### src/block_bitmap_allocator_defines.svh
// Assertion macros for the block bitmap allocator.
// Used by the top level; expects clk and rst in scope.
`ifndef BLOCK_BITMAP_ALLOCATOR_DEFINES_SVH
`define BLOCK_BITMAP_ALLOCATOR_DEFINES_SVH

// same-cycle implication, disabled in reset
`define BBA_ASSERT_SAME(label, ante, cons) \
  label: assert property (@(posedge clk) disable iff (rst) (ante) |-> (cons)) \
    else $error("bba assertion failed");

// next-cycle implication, disabled in reset
`define BBA_ASSERT_NEXT(label, ante, cons) \
  label: assert property (@(posedge clk) disable iff (rst) (ante) |=> (cons)) \
    else $error("bba assertion failed");

`endif

### src/bba_pkg.sv
// Shared types, codes and sizes of the block bitmap allocator.
// No dependencies.
`default_nettype none
package bba_pkg;

  localparam int NUM_BLOCKS = 4096;
  localparam int INDEX_W = 12;
  localparam int COUNT_W = 13;
  localparam int WORD_W = 64;
  localparam int WORD_AW = $clog2(WORD_W);
  localparam int NUM_WORDS = NUM_BLOCKS / WORD_W;
  localparam int WADDR_W = $clog2(NUM_WORDS);
  localparam logic [COUNT_W-1:0] DATA_START_RESET = 13'd82;

  localparam logic [1:0] MODE_ALLOC = 2'd0;
  localparam logic [1:0] MODE_MARK = 2'd1;
  localparam logic [1:0] MODE_FREE = 2'd2;

  localparam logic [2:0] ST_OK = 3'd0;
  localparam logic [2:0] ST_NONE_FREE = 3'd1;
  localparam logic [2:0] ST_RESERVED = 3'd2;
  localparam logic [2:0] ST_NOT_USED = 3'd3;
  localparam logic [2:0] ST_RANGE = 3'd4;

  typedef struct packed {
    logic [1:0] mode;
    logic [INDEX_W-1:0] block_index;
  } req_t;

  typedef struct packed {
    logic [2:0] status;
    logic [INDEX_W-1:0] result_index;
    logic [COUNT_W-1:0] free_count;
  } rsp_t;

  typedef struct packed {
    logic capture;
    logic read;
    logic exec;
    logic load;
  } cmd_t;

endpackage
`default_nettype wire

### src/block_bitmap_allocator.sv
// Top level of the block bitmap allocator: sequencer plus datapath.
// Depends on bba_pkg, bba_ctrl, bba_dp and block_bitmap_allocator_defines.svh.
//
// First-fit allocator over 4096 blocks held as 64 words of 64 bits. Each item
// passes accept, word read, read-modify-write and output load; the load waits
// while the result register is stalled, and no new item is accepted before it.
// The single-port bitmap word memory is read and written once per item.
// Allocation picks the lowest non-full word from a per-word full summary, then
// the lowest zero bit of that word. Reset clears the map at once through
// per-word valid bits, so no clearing pass runs. The data_start register is
// always ready, to be written by the user only while idle; it is not enforced.
`default_nettype none
`include "block_bitmap_allocator_defines.svh"
module block_bitmap_allocator (
  input  wire logic                         clk,
  input  wire logic                         rst,
  input  wire logic                         req_valid,
  output logic                              req_stall,
  input  wire bba_pkg::req_t                req,
  output logic                              rsp_valid,
  input  wire logic                         rsp_stall,
  output bba_pkg::rsp_t                     rsp,
  input  wire logic                         cfg_valid,
  output logic                              cfg_ready,
  input  wire logic [bba_pkg::COUNT_W-1:0]  cfg_data
);

  bba_pkg::cmd_t cmd;

  assign cfg_ready = 1'b1;

  bba_ctrl u_ctrl (
    .clk       (clk),
    .rst       (rst),
    .req_valid (req_valid),
    .req_stall (req_stall),
    .rsp_valid (rsp_valid),
    .rsp_stall (rsp_stall),
    .cmd       (cmd)
  );

  bba_dp u_dp (
    .clk      (clk),
    .rst      (rst),
    .cmd      (cmd),
    .req      (req),
    .rsp      (rsp),
    .cfg_we   (cfg_valid && cfg_ready),
    .cfg_data (cfg_data)
  );

  `BBA_ASSERT_NEXT(a_busy_after_accept, req_valid && !req_stall, req_stall)
  `BBA_ASSERT_SAME(a_rsp_from_work, $rose(rsp_valid), $past(req_stall))
  `BBA_ASSERT_SAME(a_none_free_empty, rsp_valid && rsp.status == bba_pkg::ST_NONE_FREE,
                   rsp.free_count == '0)

endmodule
`default_nettype wire

### src/bba_ctrl.sv
// Sequencer of the block bitmap allocator: accept, read, update, deliver.
// Depends on bba_pkg.
`default_nettype none
module bba_ctrl (
  input  wire logic          clk,
  input  wire logic          rst,
  input  wire logic          req_valid,
  output logic               req_stall,
  output logic               rsp_valid,
  input  wire logic          rsp_stall,
  output bba_pkg::cmd_t      cmd
);

  localparam logic [1:0] S_IDLE = 2'd0;
  localparam logic [1:0] S_READ = 2'd1;
  localparam logic [1:0] S_EXEC = 2'd2;
  localparam logic [1:0] S_OUT = 2'd3;

  logic [1:0] state;
  logic [1:0] state_next;
  logic       rsp_valid_next;
  logic       out_free;

  assign req_stall = (state != S_IDLE);
  assign out_free = !rsp_valid || !rsp_stall;

  always_comb begin
    state_next = state;
    rsp_valid_next = rsp_valid && rsp_stall;
    cmd = '0;
    case (state)
      S_IDLE: begin
        if (req_valid) begin
          cmd.capture = 1'b1;
          state_next = S_READ;
        end
      end
      S_READ: begin
        cmd.read = 1'b1;
        state_next = S_EXEC;
      end
      S_EXEC: begin
        cmd.exec = 1'b1;
        state_next = S_OUT;
      end
      S_OUT: begin
        if (out_free) begin
          cmd.load = 1'b1;
          rsp_valid_next = 1'b1;
          state_next = S_IDLE;
        end
      end
      default: state_next = S_IDLE;
    endcase
  end

  always_ff @(posedge clk) begin
    if (rst) begin
      state <= S_IDLE;
      rsp_valid <= 1'b0;
    end else begin
      state <= state_next;
      rsp_valid <= rsp_valid_next;
    end
  end

endmodule
`default_nettype wire

### src/bba_dp.sv
// Datapath of the block bitmap allocator: word-wide bitmap memory, row valid
// and full summaries, free count, reserved start and result registers.
// Depends on bba_pkg.
`default_nettype none
module bba_dp (
  input  wire logic                          clk,
  input  wire logic                          rst,
  input  wire bba_pkg::cmd_t                 cmd,
  input  wire bba_pkg::req_t                 req,
  output bba_pkg::rsp_t                      rsp,
  input  wire logic                          cfg_we,
  input  wire logic [bba_pkg::COUNT_W-1:0]   cfg_data
);

  logic [bba_pkg::WORD_W-1:0]    mem [bba_pkg::NUM_WORDS];
  logic [bba_pkg::NUM_WORDS-1:0] row_valid;
  logic [bba_pkg::NUM_WORDS-1:0] full;
  logic [bba_pkg::COUNT_W-1:0]   count;
  logic [bba_pkg::COUNT_W-1:0]   data_start;
  logic [1:0]                    mode_r;
  logic [bba_pkg::INDEX_W-1:0]   idx_r;
  logic [bba_pkg::WADDR_W-1:0]   waddr;
  logic [bba_pkg::WADDR_W-1:0]   waddr_next;
  logic [bba_pkg::WORD_W-1:0]    rd_word;
  bba_pkg::rsp_t                 res;

  logic [bba_pkg::WORD_W-1:0]    word_eff;
  logic [bba_pkg::WORD_W-1:0]    word_next;
  logic [bba_pkg::WORD_AW-1:0]   bpos;
  logic [bba_pkg::WORD_AW-1:0]   boff;
  logic [bba_pkg::COUNT_W-1:0]   count_next;
  logic [2:0]                    status;
  logic [bba_pkg::INDEX_W-1:0]   res_index;
  logic                          bit_used;
  logic                          out_of_range;

  // lowest word that still has a free block for an allocate, else the word of the block index
  always_comb begin
    waddr_next = req.block_index[bba_pkg::WORD_AW +: bba_pkg::WADDR_W];
    if (req.mode == bba_pkg::MODE_ALLOC) begin
      waddr_next = '0;
      for (int i = bba_pkg::NUM_WORDS - 1; i >= 0; i--) begin
        if (!full[i]) waddr_next = bba_pkg::WADDR_W'(i);
      end
    end
  end

  // lowest free bit in the word read back
  always_comb begin
    bpos = '0;
    for (int i = bba_pkg::WORD_W - 1; i >= 0; i--) begin
      if (!word_eff[i]) bpos = bba_pkg::WORD_AW'(i);
    end
  end

  assign word_eff = row_valid[waddr] ? rd_word : '0;
  assign boff = idx_r[bba_pkg::WORD_AW-1:0];
  assign bit_used = word_eff[boff];
  assign out_of_range = ({1'b0, idx_r} >= bba_pkg::COUNT_W'(bba_pkg::NUM_BLOCKS));

  always_comb begin
    word_next = word_eff;
    count_next = count;
    status = bba_pkg::ST_OK;
    res_index = idx_r;
    case (mode_r)
      bba_pkg::MODE_ALLOC: begin
        if (count == '0) begin
          status = bba_pkg::ST_NONE_FREE;
          res_index = '0;
        end else begin
          word_next = word_eff | (bba_pkg::WORD_W'(1) << bpos);
          count_next = count - 1'b1;
          res_index = bba_pkg::INDEX_W'({waddr, bpos});
        end
      end
      bba_pkg::MODE_MARK: begin
        if (out_of_range) begin
          status = bba_pkg::ST_RANGE;
        end else begin
          word_next = word_eff | (bba_pkg::WORD_W'(1) << boff);
          if (!bit_used && count != '0) count_next = count - 1'b1;
        end
      end
      bba_pkg::MODE_FREE: begin
        if (out_of_range) begin
          status = bba_pkg::ST_RANGE;
        end else if ({1'b0, idx_r} < data_start) begin
          status = bba_pkg::ST_RESERVED;
        end else if (!bit_used) begin
          status = bba_pkg::ST_NOT_USED;
        end else begin
          word_next = word_eff & ~(bba_pkg::WORD_W'(1) << boff);
          count_next = count + 1'b1;
        end
      end
      default: begin
        status = bba_pkg::ST_OK;
      end
    endcase
  end

  always_ff @(posedge clk) begin
    if (cmd.read) rd_word <= mem[waddr];
    if (cmd.exec) mem[waddr] <= word_next;
  end

  always_ff @(posedge clk) begin
    if (rst) begin
      row_valid <= '0;
      full <= '0;
      count <= bba_pkg::COUNT_W'(bba_pkg::NUM_BLOCKS);
      data_start <= bba_pkg::DATA_START_RESET;
    end else begin
      if (cfg_we) data_start <= cfg_data;
      if (cmd.exec) begin
        row_valid[waddr] <= 1'b1;
        full[waddr] <= &word_next;
        count <= count_next;
      end
    end
  end

  always_ff @(posedge clk) begin
    if (cmd.capture) begin
      mode_r <= req.mode;
      idx_r <= req.block_index;
      waddr <= waddr_next;
    end
    if (cmd.exec) begin
      res.status <= status;
      res.result_index <= res_index;
      res.free_count <= count_next;
    end
    if (cmd.load) rsp <= res;
  end

endmodule
`default_nettype wire

### config.mk
export PLATFORM = sky130hd
export DESIGN_NAME = block_bitmap_allocator
export DESIGN_NICKNAME = d
export VERILOG_FILES = /design/src/bba_pkg.sv /design/src/block_bitmap_allocator.sv /design/src/bba_ctrl.sv /design/src/bba_dp.sv
export VERILOG_INCLUDE_DIRS = /design/src /design/src/src
export SDC_FILE = /design/constraint.sdc
export NUM_CORES = 2
export LEC_CHECK = 0
export BUFFER_PORTS_ARGS = -buffer_cell sky130_fd_sc_hd__buf_2
export CAP_MARGIN = 25
export CORE_ASPECT_RATIO = 0.7
export CORE_UTILIZATION = 30
export CTS_BUF_LIST = sky130_fd_sc_hd__clkbuf_4
export CTS_CLUSTER_DIAMETER = 30
export DETAILED_ROUTE_END_ITERATION = 16
export MAX_ROUTING_LAYER = met4
export PLACE_DENSITY = 0.55
export SYNTH_ARGS = -nofsm -noshare
export SYNTH_HDL_FRONTEND = slang
export SYNTH_SLANG_ARGS = --single-unit
### constraint.sdc
create_clock -name clk -period 12.67 [get_ports clk]
set_input_delay 0.6335 -clock clk [delete_from_list [all_inputs] [get_ports clk]]
set_output_delay 0.6335 -clock clk [all_outputs]
set_load 0.05 [all_outputs]
==> run metrics <==
status=finished clean; port bufs=60; Routed WL per cell=~34 um; DP HPWL=332000 um; Worst VDD drop=0.0931 mV; arrival time worst endpoint=9.27 ns; Iteration-0 DRC Markers=14966; row count=232; clock buffer depth=4; max_cap viols=0; Hold Crit Class=input port to flip-flop; Worst Reg-to-Reg Cells=17; Slew Limit Headroom=0.194; CTS tree=done; Max Fclk=127 MHz; Tmin final=about 7.9 ns; H-Tree Depth=6; Netlist cell types=95; WL final=601000 um; Root Buffer=clkbuf_4; Synth area leaders=edfxtp_1 (74%), mux4_2 (14%), mux2i_1 (3.1%); Critical Path Sink Type=flip-flop; prevailing post-synth register cell=edfxtp_1; hold buffers post-CTS=84; Final Wtd Congestion=0.958; crit start category=flip-flop; hold path cells=5; DR vias=97820; cells along the critical path=buf_4 > mux4_2 > a22o_1 > a221oi_2 > nand4_4 > buf_4 > nand2_1 > buf_4 > nand2_1 > o31ai_4 > buf_4 > nand4_1 > nor3_1 > nand4b_1 > buf_4 > buf_16 > o41ai_1; DR vias/cell=5.54; Pins Over Slew Limit=0; core area=571000 um2; Post-Layout Inst Area=between 150000 and 200000 um2; share of the synthesized area in the top cell type=0.738; Post-Syn Area per Cell=20.7 um2; initial core utilization=0.302; final setup fails=0; die height=between 600 and 700 um; total gr overflow=0; DIE WIDTH=908 um; most used cell, CP=buf_4; layout cells sized above 1=0.318; Post-Syn Area=approximately 170000 um2; CP max FO=between 60 and 70; initial antenna violation count=41; vias in the first global route=94254; CTS buffer count=around 960; # clock sinks=approximately 4400; Initial DRT Pass Iterations=5; GR Util All Layers=0.207; WS Path Type=flip-flop to flip-flop; Worst Skew=between 0.15 and 0.2 ns; leading area contributor after synthesis=edfxtp_1; Leak Pwr=63.6 nW; setup_tns=0 ns; layout net count=9323; Routed Antenna Nets=0; clock transition at the registers of the reported paths=0.07 ns; Fin. Hold Viols=0; synthesized flop and latch total=between 4000 and 5000; Synth Net Count=8356; Syn. warnings=0; synth-to-layout area growth=14.4%; hold_ws=0.187 ns; fillers=53457; Post-CTS Setup Bufs=0; register area share after synthesis=0.756; crit path max-delay cell type=buf_4; Tcrit/Tclk final=0.622; Req. time, crit path=between 10 and 15 ns; count of flip-flops with a built-in enable after synthesis=4234; Power Density=179 nW/um2; die area=577000 um2; share of flip-flops with an asynchronous set or reset=0; Post-Synthesis Cells=8306; Worst Tran Pin Value=1.21 ns; RSZ-0062 raised after global routing=no; CP max stage delay=between 0.7 and 0.8 ns; largest net degree at the start of global routing=129; CTS resizes=0; DRC=0; placed cell area=184000 um2; first-pass GRT wire length=806000 um; Top Ports=63; clk_lat worst skew=1.60 ns
power by group:
part	total (mW)	switching, mW	internal [mW]	leakage, nW
logic	6.50	4.28	2.22	16.0
registers	17.5	0.447	17.1	40.2
clock network	11.2	5.70	5.50	7.39
total	35.2	10.4	24.8	63.6
synth_stat cells (all sizes together) (56+ instances only):
cell,n
dfxtp,157
nand4,56
o22ai,267
mux2i,538
clkbuf,239
a21oi,89
edfxtp,4234
mux4,1046
nand2,261
nor2,256
o21ai,86
nand3,128
o41ai,67
or4,67
buf,227
inv,120
area by class of cell:
cell class,count,area [um2],share of cell area
inverter,122,778,0.00395
sequential,4391,130000,0.661
timing repair buffer,472,3980,0.0202
clock buffer,1423,10700,0.0542
multi-input combinational,3327,40200,0.204
antenna,25,62.6,0.000317
tap,7605,9520,0.0483
clock inverter,281,1710,0.00867
final timing paths:
kind / startpoint / end / slack, ns
worst max-delay path: u_dp.waddr[0] / u_dp.full[63] / 4.79
worst min-delay path: rsp_stall / u_ctrl.state[0] / 0.19
worst max register to register: u_dp.waddr[0] / u_dp.full[63] / 4.79
worst min register to register: u_dp.res[25] / u_dp.rsp[25] / 0.41
placed cells by master (no fill, tap or decap), drive strengths merged, types with 67 or more instances in the layout:
cell type,count
nand3,128
clkbuf,1424
dfxtp,157
edfxtp,4234
dlygate4sd3,84
or4,67
nand2,261
o22ai,267
clkinv,240
nor2,256
o21ai,86
mux2i,538
a21oi,89
inv,142
mux4,1046
o41ai,67
buf,387
per-layer routing:
layer | vias up | part of all wire | GRT usage
met5 | - | 0 | -
met4 | 0 | 0.021 | 0.0468
met3 | 782 | 0.12 | 0.0493
met2 | 6505 | 0.42 | 0.282
met1 | 53017 | 0.44 | 0.312
li1 | 37516 | - | -
stage by stage:
step	std cells	util	power, mW	setup WS (ns)
4_1_cts	17610	0.345	35.3	4.88
2_1_floorplan	8306	-	21.6	4.86
6_report	17646	0.345	35.2	4.79
3_3_place_gp	15817	0.321	24.1	4.79
5_1_grt	17639	0.345	36.4	4.64
3_5_place_dp	15822	0.322	24.2	4.85
critical path: cells and delay by family (launching register included):
family / cells / cell delay, ns
flops: 1 / 0.48
compound gates: 4 / 1.44
buf+inv: 6 / 2.82
simple gates: 6 / 2.26
mux: 1 / 0.59
cell families (layout without fill, tap and decap cells):
family	after synthesis	count (layout)	share of synthesized area
adder cells (fa/ha/maj)	18	18	0.00131
multiplexers	1589	1589	0.168
other	2	27	0.0000436
AO/OA/AOI/OAI	761	761	0.0326
flip-flops	4391	4391	0.756
buffers and inverters	588	2298	0.0139
AND/OR/NAND/NOR	953	953	0.0274
XOR/XNOR	4	4	0.000203
registers in the layout, indices dropped and copies added, names as in the netlist:
| name | count |
|---|---|
| u_dp.full | 64 |
| u_dp.count | 13 |
| u_dp.rd_word | 64 |
| u_dp.res | 27 |
| u_dp.mem | 4096 |
| u_dp.mode_r | 2 |
| u_dp.row_valid | 64 |
| u_dp.data_start | 13 |
| u_dp.waddr | 6 |
| u_ctrl.rsp_valid | 1 |
| u_ctrl.state | 2 |
| u_dp.rsp | 27 |
| u_dp.idx_r | 12 |
No activity file was read; power rests on OpenSTA's default activity.
